<file path="src/hw/rtl/brl_pkg.sv">
// brl_pkg: item types, command/status structs and coordinate helpers for the
// line rasterizer. Used by brl_ctrl, brl_datapath and bresenham_line_rasterizer.
// No dependencies.
package brl_pkg;

    // tile geometry; coordinates are fixed at 6 bits
    localparam int TILE_SIZE = 64;
    localparam int COORD_W   = 6;
    localparam int COLOR_W   = 24;
    localparam int FRAME_W   = 7;
    localparam int ERR_W     = 10;

    // largest coordinate kept after clamping to the tile
    localparam logic [COORD_W-1:0] COORD_MAX =
        (TILE_SIZE >= (1 << COORD_W)) ? {COORD_W{1'b1}} : COORD_W'(TILE_SIZE - 1);

    // configuration register indexes
    localparam logic REG_FRAME_WIDTH  = 1'b0;
    localparam logic REG_FRAME_HEIGHT = 1'b1;

    localparam logic [FRAME_W-1:0] FRAME_RESET = FRAME_W'(64);

    typedef logic [COORD_W-1:0] t_coord;

    typedef struct packed {
        t_coord             start_x;
        t_coord             start_y;
        t_coord             end_x;
        t_coord             end_y;
        logic [COLOR_W-1:0] line_color;
    } t_line_item;

    typedef struct packed {
        t_coord             pixel_x;
        t_coord             pixel_y;
        logic [COLOR_W-1:0] pixel_color;
        logic               inside_frame;
        logic               last_pixel;
    } t_pixel_item;

    // controller to datapath
    typedef struct packed {
        logic load;
        logic step;
    } t_brl_cmd;

    // datapath to controller
    typedef struct packed {
        logic at_end;
    } t_brl_status;

    // saturate a coordinate to the tile
    function automatic t_coord clamp_coord(input t_coord c);
        t_coord res;
        res = (c > COORD_MAX) ? COORD_MAX : c;
        return res;
    endfunction

endpackage

</file>
<file path="src/hw/rtl/brl_ctrl.sv">
// brl_ctrl: sequencer for the line walk, one pixel per cycle while running.
// Depends on brl_pkg for the command and status structs.
module brl_ctrl (
    input  logic                 i_clk,
    input  logic                 i_rst_n,
    input  logic                 start,
    input  brl_pkg::t_brl_status i_status,
    output brl_pkg::t_brl_cmd    o_cmd,
    output logic                 busy
);

    typedef enum logic {
        S_IDLE,
        S_RUN
    } t_state;

    t_state r_state;
    logic   r_busy;

    // state and busy flag
    always_ff @(posedge i_clk) begin
        if (!i_rst_n) begin
            r_state <= S_IDLE;
            r_busy  <= 1'b0;
        end else begin
            unique case (r_state)
                S_IDLE: begin
                    if (start) begin
                        r_state <= S_RUN;
                        r_busy  <= 1'b1;
                    end
                end
                S_RUN: begin
                    if (i_status.at_end) begin
                        r_state <= S_IDLE;
                        r_busy  <= 1'b0;
                    end
                end
                default: begin
                    r_state <= S_IDLE;
                    r_busy  <= 1'b0;
                end
            endcase
        end
    end

    // load on an accepted item, emit and advance every running cycle
    always_comb begin
        o_cmd.load = start && !r_busy;
        o_cmd.step = (r_state == S_RUN);
    end

    assign busy = r_busy;

endmodule

</file>
<file path="src/hw/rtl/brl_datapath.sv">
// brl_datapath: frame registers, Bresenham position/error registers and the
// registered pixel output. Depends on brl_pkg.
module brl_datapath (
    input  logic                              i_clk,
    input  logic                              i_rst_n,
    input  logic                              i_cfg_we,
    input  logic                              i_cfg_index,
    input  logic [brl_pkg::FRAME_W-1:0]       i_cfg_data,
    input  brl_pkg::t_line_item               i_item,
    input  brl_pkg::t_brl_cmd                 i_cmd,
    output brl_pkg::t_brl_status              o_status,
    output logic                              o_valid,
    output brl_pkg::t_pixel_item              o_pixel
);

    localparam int CW = brl_pkg::COORD_W;
    localparam int EW = brl_pkg::ERR_W;

    logic [brl_pkg::FRAME_W-1:0] r_frame_w;
    logic [brl_pkg::FRAME_W-1:0] r_frame_h;

    brl_pkg::t_coord               r_x, r_y, r_xe, r_ye;
    logic signed [CW+1:0]          r_dx;
    logic signed [CW+1:0]          r_dy;
    logic                          r_sx, r_sy;
    logic signed [EW-1:0]          r_err;
    logic [brl_pkg::COLOR_W-1:0]   r_color;

    logic                          r_valid;
    brl_pkg::t_pixel_item          r_pixel;

    brl_pkg::t_coord               ld_x, ld_y, ld_xe, ld_ye;
    logic [CW-1:0]                 ld_adx, ld_ady;
    logic signed [EW:0]            e2;
    logic                          x_move, y_move;
    logic signed [EW-1:0]          n_err;
    logic                          at_end;
    logic                          in_frame;

    // configuration registers
    always_ff @(posedge i_clk) begin
        if (!i_rst_n) begin
            r_frame_w <= brl_pkg::FRAME_RESET;
            r_frame_h <= brl_pkg::FRAME_RESET;
        end else if (i_cfg_we) begin
            unique case (i_cfg_index)
                brl_pkg::REG_FRAME_WIDTH:  r_frame_w <= i_cfg_data;
                brl_pkg::REG_FRAME_HEIGHT: r_frame_h <= i_cfg_data;
                default: ;
            endcase
        end
    end

    // setup values for a new segment
    always_comb begin
        ld_x   = brl_pkg::clamp_coord(i_item.start_x);
        ld_y   = brl_pkg::clamp_coord(i_item.start_y);
        ld_xe  = brl_pkg::clamp_coord(i_item.end_x);
        ld_ye  = brl_pkg::clamp_coord(i_item.end_y);
        ld_adx = (ld_x < ld_xe) ? (ld_xe - ld_x) : (ld_x - ld_xe);
        ld_ady = (ld_y < ld_ye) ? (ld_ye - ld_y) : (ld_y - ld_ye);
    end

    // error term update for one step
    always_comb begin
        e2       = {r_err, 1'b0};
        x_move   = (e2 >= (EW+1)'(r_dy));
        y_move   = (e2 <= (EW+1)'(r_dx));
        n_err    = r_err + (x_move ? EW'(r_dy) : '0) + (y_move ? EW'(r_dx) : '0);
        at_end   = (r_x == r_xe) && (r_y == r_ye);
        in_frame = ({1'b0, r_x} < r_frame_w) && ({1'b0, r_y} < r_frame_h);
    end

    // walk registers
    always_ff @(posedge i_clk) begin
        if (i_cmd.load) begin
            r_x     <= ld_x;
            r_y     <= ld_y;
            r_xe    <= ld_xe;
            r_ye    <= ld_ye;
            r_dx    <= (CW+2)'(ld_adx);
            r_dy    <= -(CW+2)'(ld_ady);
            r_sx    <= ld_x < ld_xe;
            r_sy    <= ld_y < ld_ye;
            r_err   <= EW'(ld_adx) - EW'(ld_ady);
            r_color <= i_item.line_color;
        end else if (i_cmd.step) begin
            r_err <= n_err;
            if (x_move) begin
                r_x <= r_sx ? r_x + 1'b1 : r_x - 1'b1;
            end
            if (y_move) begin
                r_y <= r_sy ? r_y + 1'b1 : r_y - 1'b1;
            end
        end
    end

    // output strobe
    always_ff @(posedge i_clk) begin
        if (!i_rst_n) begin
            r_valid <= 1'b0;
        end else begin
            r_valid <= i_cmd.step;
        end
    end

    // output pixel register
    always_ff @(posedge i_clk) begin
        if (i_cmd.step) begin
            r_pixel.pixel_x      <= r_x;
            r_pixel.pixel_y      <= r_y;
            r_pixel.pixel_color  <= r_color;
            r_pixel.inside_frame <= in_frame;
            r_pixel.last_pixel   <= at_end;
        end
    end

    assign o_status.at_end = at_end;
    assign o_valid         = r_valid;
    assign o_pixel         = r_pixel;

endmodule

</file>
<file path="src/hw/rtl/bresenham_line_rasterizer.sv">
// bresenham_line_rasterizer: top level joining the sequencer and the datapath.
// Depends on brl_pkg, brl_ctrl and brl_datapath.
//
// Usage:
//   Present a segment on i_item and raise start; the item is taken at a clock
//   edge where start is high and busy is low. busy then stays high while the
//   segment is walked from start point to end point.
//   While a segment is walked, pixels appear on o_pixel one per cycle, each marked by o_valid for exactly
//   one cycle; the receiver must take them as they come. The final pixel of a
//   segment carries last_pixel.
//   The accepted item is loaded into the walk registers; each walk step then
//   registers the current point into o_pixel and advances the walk.
//   A segment of N pixels (N = max(|dx|,|dy|) + 1, 1 to 64) keeps the block
//   busy until its end point is stepped, one error-term step per pixel; the next
//   item can be accepted in the cycle that shows the last pixel, so a new item
//   is not taken while the previous segment is still being walked.
//   Frame width and height are written through i_cfg_we / i_cfg_index /
//   i_cfg_data while idle; each resets to 64.
//   Reset (i_rst_n low, synchronous) returns to idle and drops o_valid.
module bresenham_line_rasterizer (
    input  logic                            i_clk,
    input  logic                            i_rst_n,
    input  logic                            start,
    output logic                            busy,
    input  brl_pkg::t_line_item             i_item,
    output logic                            o_valid,
    output brl_pkg::t_pixel_item            o_pixel,
    input  logic                            i_cfg_we,
    input  logic                            i_cfg_index,
    input  logic [brl_pkg::FRAME_W-1:0]     i_cfg_data
);

    brl_pkg::t_brl_cmd    cmd;
    brl_pkg::t_brl_status status;

    // walk sequencer
    brl_ctrl u_ctrl (
        .i_clk    (i_clk),
        .i_rst_n  (i_rst_n),
        .start    (start),
        .i_status (status),
        .o_cmd    (cmd),
        .busy     (busy)
    );

    // position, error and output registers
    brl_datapath u_datapath (
        .i_clk       (i_clk),
        .i_rst_n     (i_rst_n),
        .i_cfg_we    (i_cfg_we),
        .i_cfg_index (i_cfg_index),
        .i_cfg_data  (i_cfg_data),
        .i_item      (i_item),
        .i_cmd       (cmd),
        .o_status    (status),
        .o_valid     (o_valid),
        .o_pixel     (o_pixel)
    );

endmodule

</file>
<file path="config.mk">
export PLATFORM = sky130hd
export DESIGN_NAME = bresenham_line_rasterizer
export DESIGN_NICKNAME = d
export VERILOG_FILES = /design/src/hw/rtl/brl_pkg.sv /design/src/hw/rtl/brl_ctrl.sv /design/src/hw/rtl/brl_datapath.sv /design/src/hw/rtl/bresenham_line_rasterizer.sv
export SDC_FILE = /design/constraint.sdc
export NUM_CORES = 1
export LEC_CHECK = 0
export BUFFER_PORTS_ARGS = -buffer_cell sky130_fd_sc_hd__clkbuf_2
export CORE_MARGIN = 5
export CORE_UTILIZATION = 35
export CTS_CLUSTER_SIZE = 24
export DETAILED_ROUTE_END_ITERATION = 8
export GPL_ROUTABILITY_DRIVEN = 0
export SYNTH_ARGS = -nofsm -noshare
export SYNTH_HDL_FRONTEND = slang
export SYNTH_SLANG_ARGS = --single-unit
</file>
<file path="constraint.sdc">
create_clock -name i_clk -period 8.44 [get_ports i_clk]
set_input_delay 0 -clock i_clk [delete_from_list [all_inputs] [get_ports i_clk]]
set_output_delay 0 -clock i_clk [all_outputs]
set_load 0.05 [all_outputs]
</file>
==> metrics, run 1 <==
Final Setup Violations 0; worst r2r path cells 17; worst-path maximum fanout 8; Die Span Y 153 um; # port buffers 99; chip width 153 um; row count 52; CP delay by family, top compound AO/OA/AOI/OAI gates; DR iter-0 viols roughly 230; DRC Markers 0; leak pwr 4.01 nW; fmax 232 MHz; crit path time final 4.31 ns; cell breakdown of the critical path ha_1, nor2b_1, o21ai_0, a211oi_1, a311o_1, o21a_1, nand2_1, fa_1, inv_1, ha_1, a21o_1, a21oi_1, nor2b_1, o21a_1, o311ai_0, and3_1, o31ai_1; core area between 0.02 and 0.025 mm^2; Setup Crit Path Kind flip-flop to flip-flop; HP Class primary input to flip-flop; Async SR Flop Fraction 0; Clk pin slew, worst setup/hold paths about 0.06 ns; Post-synth top cells edfxtp_1, inv_1, ha_1; pin count of the biggest net entering global routing 54; die area approximately 0.024 mm^2; Final period util 0.511; CTS Buffer Depth 2; crit path capture type flip-flop; Antenna Nets Post-Route 0; post-layout instance area 0.00915 mm^2; mapped cell area 0.00720 mm^2; synthesized area per cell 11.5 um^2; Synth top area share 0.467; main area contributors after synthesis edfxtp_1, ha_1, dfxtp_1, inv_1, fa_1; layout cell share with drive strength beyond 1 0.179; number of diodes 0; utilization after layout 0.452; Total Nets Final 921; Critical Path Stages 17; final global-route overflow total 0; Seq cells post-synth between 100 and 150; cell with the most instances after synthesis edfxtp_1; sequential fraction of the synthesis area 0.514; Max-slew headroom 0.560; Final HPWL DP 11,300 um; Total Power 2.69 mW; Largest stage delay, worst path ~0.55 ns; Mapped Cells 628; vias per inst 4.56; Fin Setup TNS 0 ns; vias in the first global route 4,967; Clock Latency Late Sink 0.42 ns; placed cell count 965; I/O Pins 100; Startpoint Class flip-flop; router iterations before antenna repair 4; pwr dens approximately 290 mW/mm^2; dpl cell area between 0.007 and 0.008 mm^2; hold path cells 3; synthesis-to-finish area growth 27.0%; RSZ-0062 raised after global routing false; CTS resizes 0; Layout Cells excl Fill 1,057; dominant cell type by area after synthesis edfxtp_1; Buf+Inv Stages, Crit Path 1; DR WL/cell 14.6 um; global-route wire length before repair 25,800 um; CTS sink cnt 129; Max H-tree Level 4; Synth Net Count 775; synthesis warning total 0; final hold viol count 0; WP data arrival 4.46 ns; via count between 4,000 and 5,000; max-slew violations 0; number of fill cells 1,867; Worst-Margin Slew between 0.6 and 0.7 ns; number of synthesized flops with an enable pin 112; CP max-delay cell fa_1; Worst Skew 0.00538 ns; Top FF cell, synth edfxtp_1; CTS tree built; gr usage total 0.137; Initial Util 0.356; unique cell type count in the Yosys netlist 48; worst endpoint required time 8.59 ns; clk root buf clkbuf_16; CTS buffer count 17; status complete, no violations; routed wire length roughly 15,000 um; initial antenna violation count 0; max-cap viol count 0; Peak VDD IR 0.119 mV
worst paths after layout:
kind | start | to | slack (ns)
setup / recovery | u_datapath.r_err[0] | u_datapath.r_err[8] | 4.13
hold / removal | i_item[43] | u_datapath.r_x[1] | 0.08
setup reg to reg | u_datapath.r_err[0] | u_datapath.r_err[8] | 4.13
hold reg to reg | u_datapath.r_color[4] | u_datapath.o_pixel[6] | 0.41
state kept, by name (all words and copies together) (netlist names), 6 cells and up:
name                  cells
u_datapath.o_pixel       38
u_datapath.r_color       24
u_datapath.r_dx           6
u_datapath.r_dy           8
u_datapath.r_err         10
u_datapath.r_frame_h      7
u_datapath.r_frame_w      7
u_datapath.r_x            6
u_datapath.r_xe           6
u_datapath.r_y            6
u_datapath.r_ye           6
metrics by stage:
step	setup slack [ns]	hold WS (ns)
after floorplan	4.50	0.0989
after global placement	4.20	0.178
after detailed placement	4.11	0.179
after CTS	4.09	0.0544
after global routing	3.74	0.132
final	4.13	0.0791
placed cells by master (no fill, tap or decap), types with 6 or more instances in the layout:
cell           count
xnor2_1           30
a211oi_1           6
nor2_1            28
nand2b_1           8
dlygate4sd3_1     60
inv_1             80
a21o_1            17
and2_1             6
dfxtp_1           16
a21boi_0           6
nor2b_1           17
a21oi_1           32
mux2i_1           13
ha_1              73
fa_1              14
nand3_1            9
clkbuf_2          99
nand2_1           45
o21ai_0           27
xor2_1            12
clkbuf_16         21
nand4_1            6
edfxtp_1         112
routing by layer:
layer | vias up | GRT usage | wire, um
met3 | 14 | 0.0373 | 743
met1 | 2275 | 0.186 | 7500
met5 | - | 0 | 0
met4 | 0 | 0.0404 | 176
met2 | 93 | 0.215 | 6990
li1 | 2441 | - | -
repair_timing:
| item | CTS | global route |
|---|---|---|
| hold endpoints to repair | 62 | 0 |
| hold buffers | 60 | 0 |
| buffers inserted | 0 | 0 |
tightest hold or removal path, cell delays in order:
cell and delay (ns):
clkbuf_2 0.14, inv_1 0.09, o21ai_0 0.15
where the power goes:
group	switching [mW]	internal (mW)	total [mW]	leakage (nW)
combinational	0.561	0.466	1.03	2.49
sequential	0.0762	0.833	0.910	1.21
clock	0.281	0.473	0.755	0.312
total	0.919	1.77	2.69	4.01
layout make-up:
| class | count | area (um^2) | share of cell area |
|---|---|---|---|
| Clock inverter | 7 | 53.8 | 0.00588 |
| Tap cell | 270 | 338 | 0.0369 |
| Sequential cell | 129 | 3700 | 0.405 |
| Timing Repair Buffer | 162 | 1120 | 0.122 |
| Multi-Input combinational cell | 383 | 3060 | 0.334 |
| Inverter | 81 | 304 | 0.0332 |
| Clock buffer | 25 | 571 | 0.0624 |
cells by family (layout without fill, tap and decap cells):
group	after synthesis	count (layout)	synth area share
flip-flops	129	129	0.514
multiplexers	13	13	0.0181
AND/OR/NAND/NOR	129	129	0.0869
buffers and inverters	116	275	0.0615
XOR/XNOR	44	44	0.0565
adder cells (fa/ha/maj)	87	87	0.166
AO/OA/AOI/OAI	110	110	0.0973
Note: power is estimated with default switching activity, not from simulation.
==> run 2, diff against run 1 <==
==> constraint.sdc (replaced) <==
create_clock -name i_clk -period 3.5 [get_ports i_clk]
set_input_delay 0 -clock i_clk [delete_from_list [all_inputs] [get_ports i_clk]]
set_output_delay 0 -clock i_clk [all_outputs]
set_load 0.05 [all_outputs]
==> run 2 against run 1 <==
  * The run now ends with negative setup slack left
  * Power grew to 2.7 times the previous value
  * Maximum frequency is 12% higher
  * Worst hold slack worse by 0.025 ns
  * Clock skew is 0.0015 ns higher
  * Non-clock buffer count is 58 higher
  * Global-route usage is 0.39 points higher
  * Final cell count is 5.5% higher
  * Sequential power is 140% higher
  * Via count is 5.2% higher
  * Combinational power grew to 3.2 times the previous value
  * Final area is 5.9% higher
  * Critical path type unchanged
==> metrics, run 2 (same netlist as run 1, synthesis figures left out) <==
post-layout instance area 0.00968 mm^2 (was 0.00915 mm^2); CTS sink cnt 129 (unchanged); crit path capture type flip-flop (unchanged); Setup Crit Path Kind flip-flop to flip-flop (unchanged); Max H-tree Level 4 (unchanged); Largest stage delay, worst path 0.56 ns (was 0.55 ns); Clock power frac 0.236 (was 0.280); Total Nets Final 979 (was 921); vias per inst 4.55 (was 4.56); dpl cell area 0.00836 mm^2 (was 0.00792 mm^2); CP max-delay cell fa_1 (unchanged); Peak VDD IR 0.272 mV (was 0.119 mV); Clock Latency Late Sink 0.41 ns (was 0.42 ns); layout cell share with drive strength beyond 1 0.270 (was 0.179); P_sw 2.45 mW (was 0.919 mW); DR WL/cell 14.5 um (was 14.6 um); pwr dens 744 mW/mm^2 (was 294 mW/mm^2); chip width 153 um (unchanged); most common cell after layout, fill and taps aside edfxtp_1 (unchanged); utilization after layout 0.478 (was 0.452); Gate power share 0.463 (was 0.382); fin worst setup slack -0.353 ns (was 4.13 ns); HP Class primary input to flip-flop (unchanged); Layout Cells excl Fill 1,115 (was 1,057); vias in the first global route 5,156 (was 4,967); max-cap viol count 0 (unchanged); leak pwr 4.31 nW (was 4.01 nW); worst-path maximum fanout 4 (was 8); DR iter-0 viols 211 (was 233); Reg power frac 0.301 (was 0.338); most frequent cells in the layout edfxtp_1, clkbuf_2, inv_1 (unchanged); Total Power 7.20 mW (was 2.69 mW); cell breakdown of the critical path ha_1, a21o_1, a21o_1, a21o_1, a21oi_2, o21ai_2, nand2b_1, nand2_1, fa_1, inv_2, ha_4, a21o_1, a21oi_2, nor2b_1, o21a_1, o311ai_2, and3_1, o31ai_1 (was ha_1, nor2b_1, o21ai_0, a211oi_1, a311o_1, o21a_1, nand2_1, fa_1, inv_1, ha_1, a21o_1, a21oi_1, nor2b_1, o21a_1, o311ai_0, and3_1, o31ai_1); RSZ-0062 raised after global routing true (was false); Clk pin slew, worst setup/hold paths 0.06 ns (about the same); gr usage total 0.141 (was 0.137); clk root buf clkbuf_16 (unchanged); final global-route overflow total 0 (unchanged); max-slew violations 0 (unchanged); global-route wire length before repair 26,600 um (was 25,800 um); CTS buffer count 17 (unchanged); final hold viol count 0 (unchanged); die area 0.0236 mm^2 (unchanged); routed wire length 16,100 um (was 15,400 um); Final Setup Violations 5 (was 0); row count 52 (unchanged); I/O Pins 100 (unchanged); placed cell count 1,020 (was 965); WP data arrival 3.99 ns (was 4.46 ns); pin count of the biggest net entering global routing 38 (was 54); Antenna Nets Post-Route 0 (unchanged); core area 0.0202 mm^2 (unchanged); Fin Setup TNS -1.14 ns (was 0 ns); Final HPWL DP 11,900 um (was 11,300 um); crit path time final 3.85 ns (was 4.31 ns); CTS Buffer Depth 2 (unchanged); number of diodes 0 (unchanged); number of fill cells 1,789 (was 1,867); Max-slew headroom 0.484 (was 0.560); Initial Util 0.356 (unchanged); register area 0.00370 mm^2 (unchanged); DRC Markers 0 (unchanged); Setup WS pre-CTS -0.439 ns (was 4.11 ns); initial antenna violation count 0 (unchanged); CTS tree built (unchanged); # port buffers 99 (unchanged); worst endpoint required time 3.64 ns (was 8.59 ns); area occupied by multi-input gates 0.00321 mm^2 (was 0.00306 mm^2); status finished, violations left (was complete, no violations); Worst Skew 0.00689 ns (was 0.00538 ns); via count 5,075 (was 4,823); Startpoint Class flip-flop (unchanged); sw frac 0.341 (about the same); fmax 260 MHz (was 232 MHz); Buf+Inv Stages, Crit Path 1 (unchanged); worst hold margin 0.0537 ns (was 0.0791 ns); CP delay by family, top compound AO/OA/AOI/OAI gates (unchanged); internal power 4.75 mW (was 1.77 mW); router iterations before antenna repair 5 (was 4); synthesis-to-finish area growth 34.4% (was 27.0%); Die Span Y 153 um (unchanged); Final period util 1.10 (was 0.511); Largest register FFs 38 (unchanged); Crit path top cell by count a21o_1; Worst-Margin Slew 0.773 ns (was 0.659 ns); failing checks negative setup slack
run 2: cell count changes in the layout (fill, tap and decap cells not counted), sizes merged:
cell,delta
buf,+61
dlygate4sd3,-3
inv,-2
clkbuf,+1
clkinv,+1
run 2: final cells by class:
| type | count | share of cell area |
|---|---|---|
| flip-flops and latches | 129 | 0.383 |
| multi-input cells | 383 | 0.332 |
| repair buffers | 220 | 0.160 |
| clock buffers | 26 | 0.0551 |
| well taps | 270 | 0.0349 |
| inverters | 81 | 0.0314 |
| clock inverters | 6 | 0.00414 |
run 2: path summary, 6_finish.rpt:
kind | to | cells after the start | slack (ns) | startpoint
worst max-delay path | u_datapath.r_err[8] | 18 | -0.35 | u_datapath.r_err[1]
worst min-delay path | u_datapath.r_x[0] | 4 | 0.05 | i_item[42]
worst max register to register | u_datapath.r_err[8] | 18 | -0.35 | u_datapath.r_err[1]
worst min register to register | u_datapath.o_pixel[7] | 0 | 0.42 | u_datapath.r_color[5]
run 2: repair_timing:
item	4_1_cts	5_1_grt
hold buffers	57	0
gates resized for setup	14	17
hold endpoints to repair	60	0
setup buffers	3	6
endpoints found under the setup margin	7	7
pin swaps	4	16
run 2: tightest hold or removal path: stages:
cell,delay (ns)
clkbuf_2,0.10
buf_4,0.11
nor2_1,0.03
a21oi_1,0.10
run 2: power by group through the flow:
stage | clock network (mW) | registers [mW] | logic (mW)
final | 1.70 | 2.16 | 3.34
after global routing | 1.81 | 2.19 | 3.73
after CTS | 1.75 | 2.17 | 3.19
after detailed placement | 0 | 2.20 | 2.95
after global placement | 0 | 2.19 | 2.92
after floorplan | 0 | 2.30 | 1.86
run 2: metal layers:
layer,GRT usage,vias to the layer above,part of all wire
met5,0,-,0
met4,0.0408,0,0.012
met3,0.0308,16,0.045
met2,0.222,117,0.46
met1,0.195,2372,0.48
li1,-,2570,-
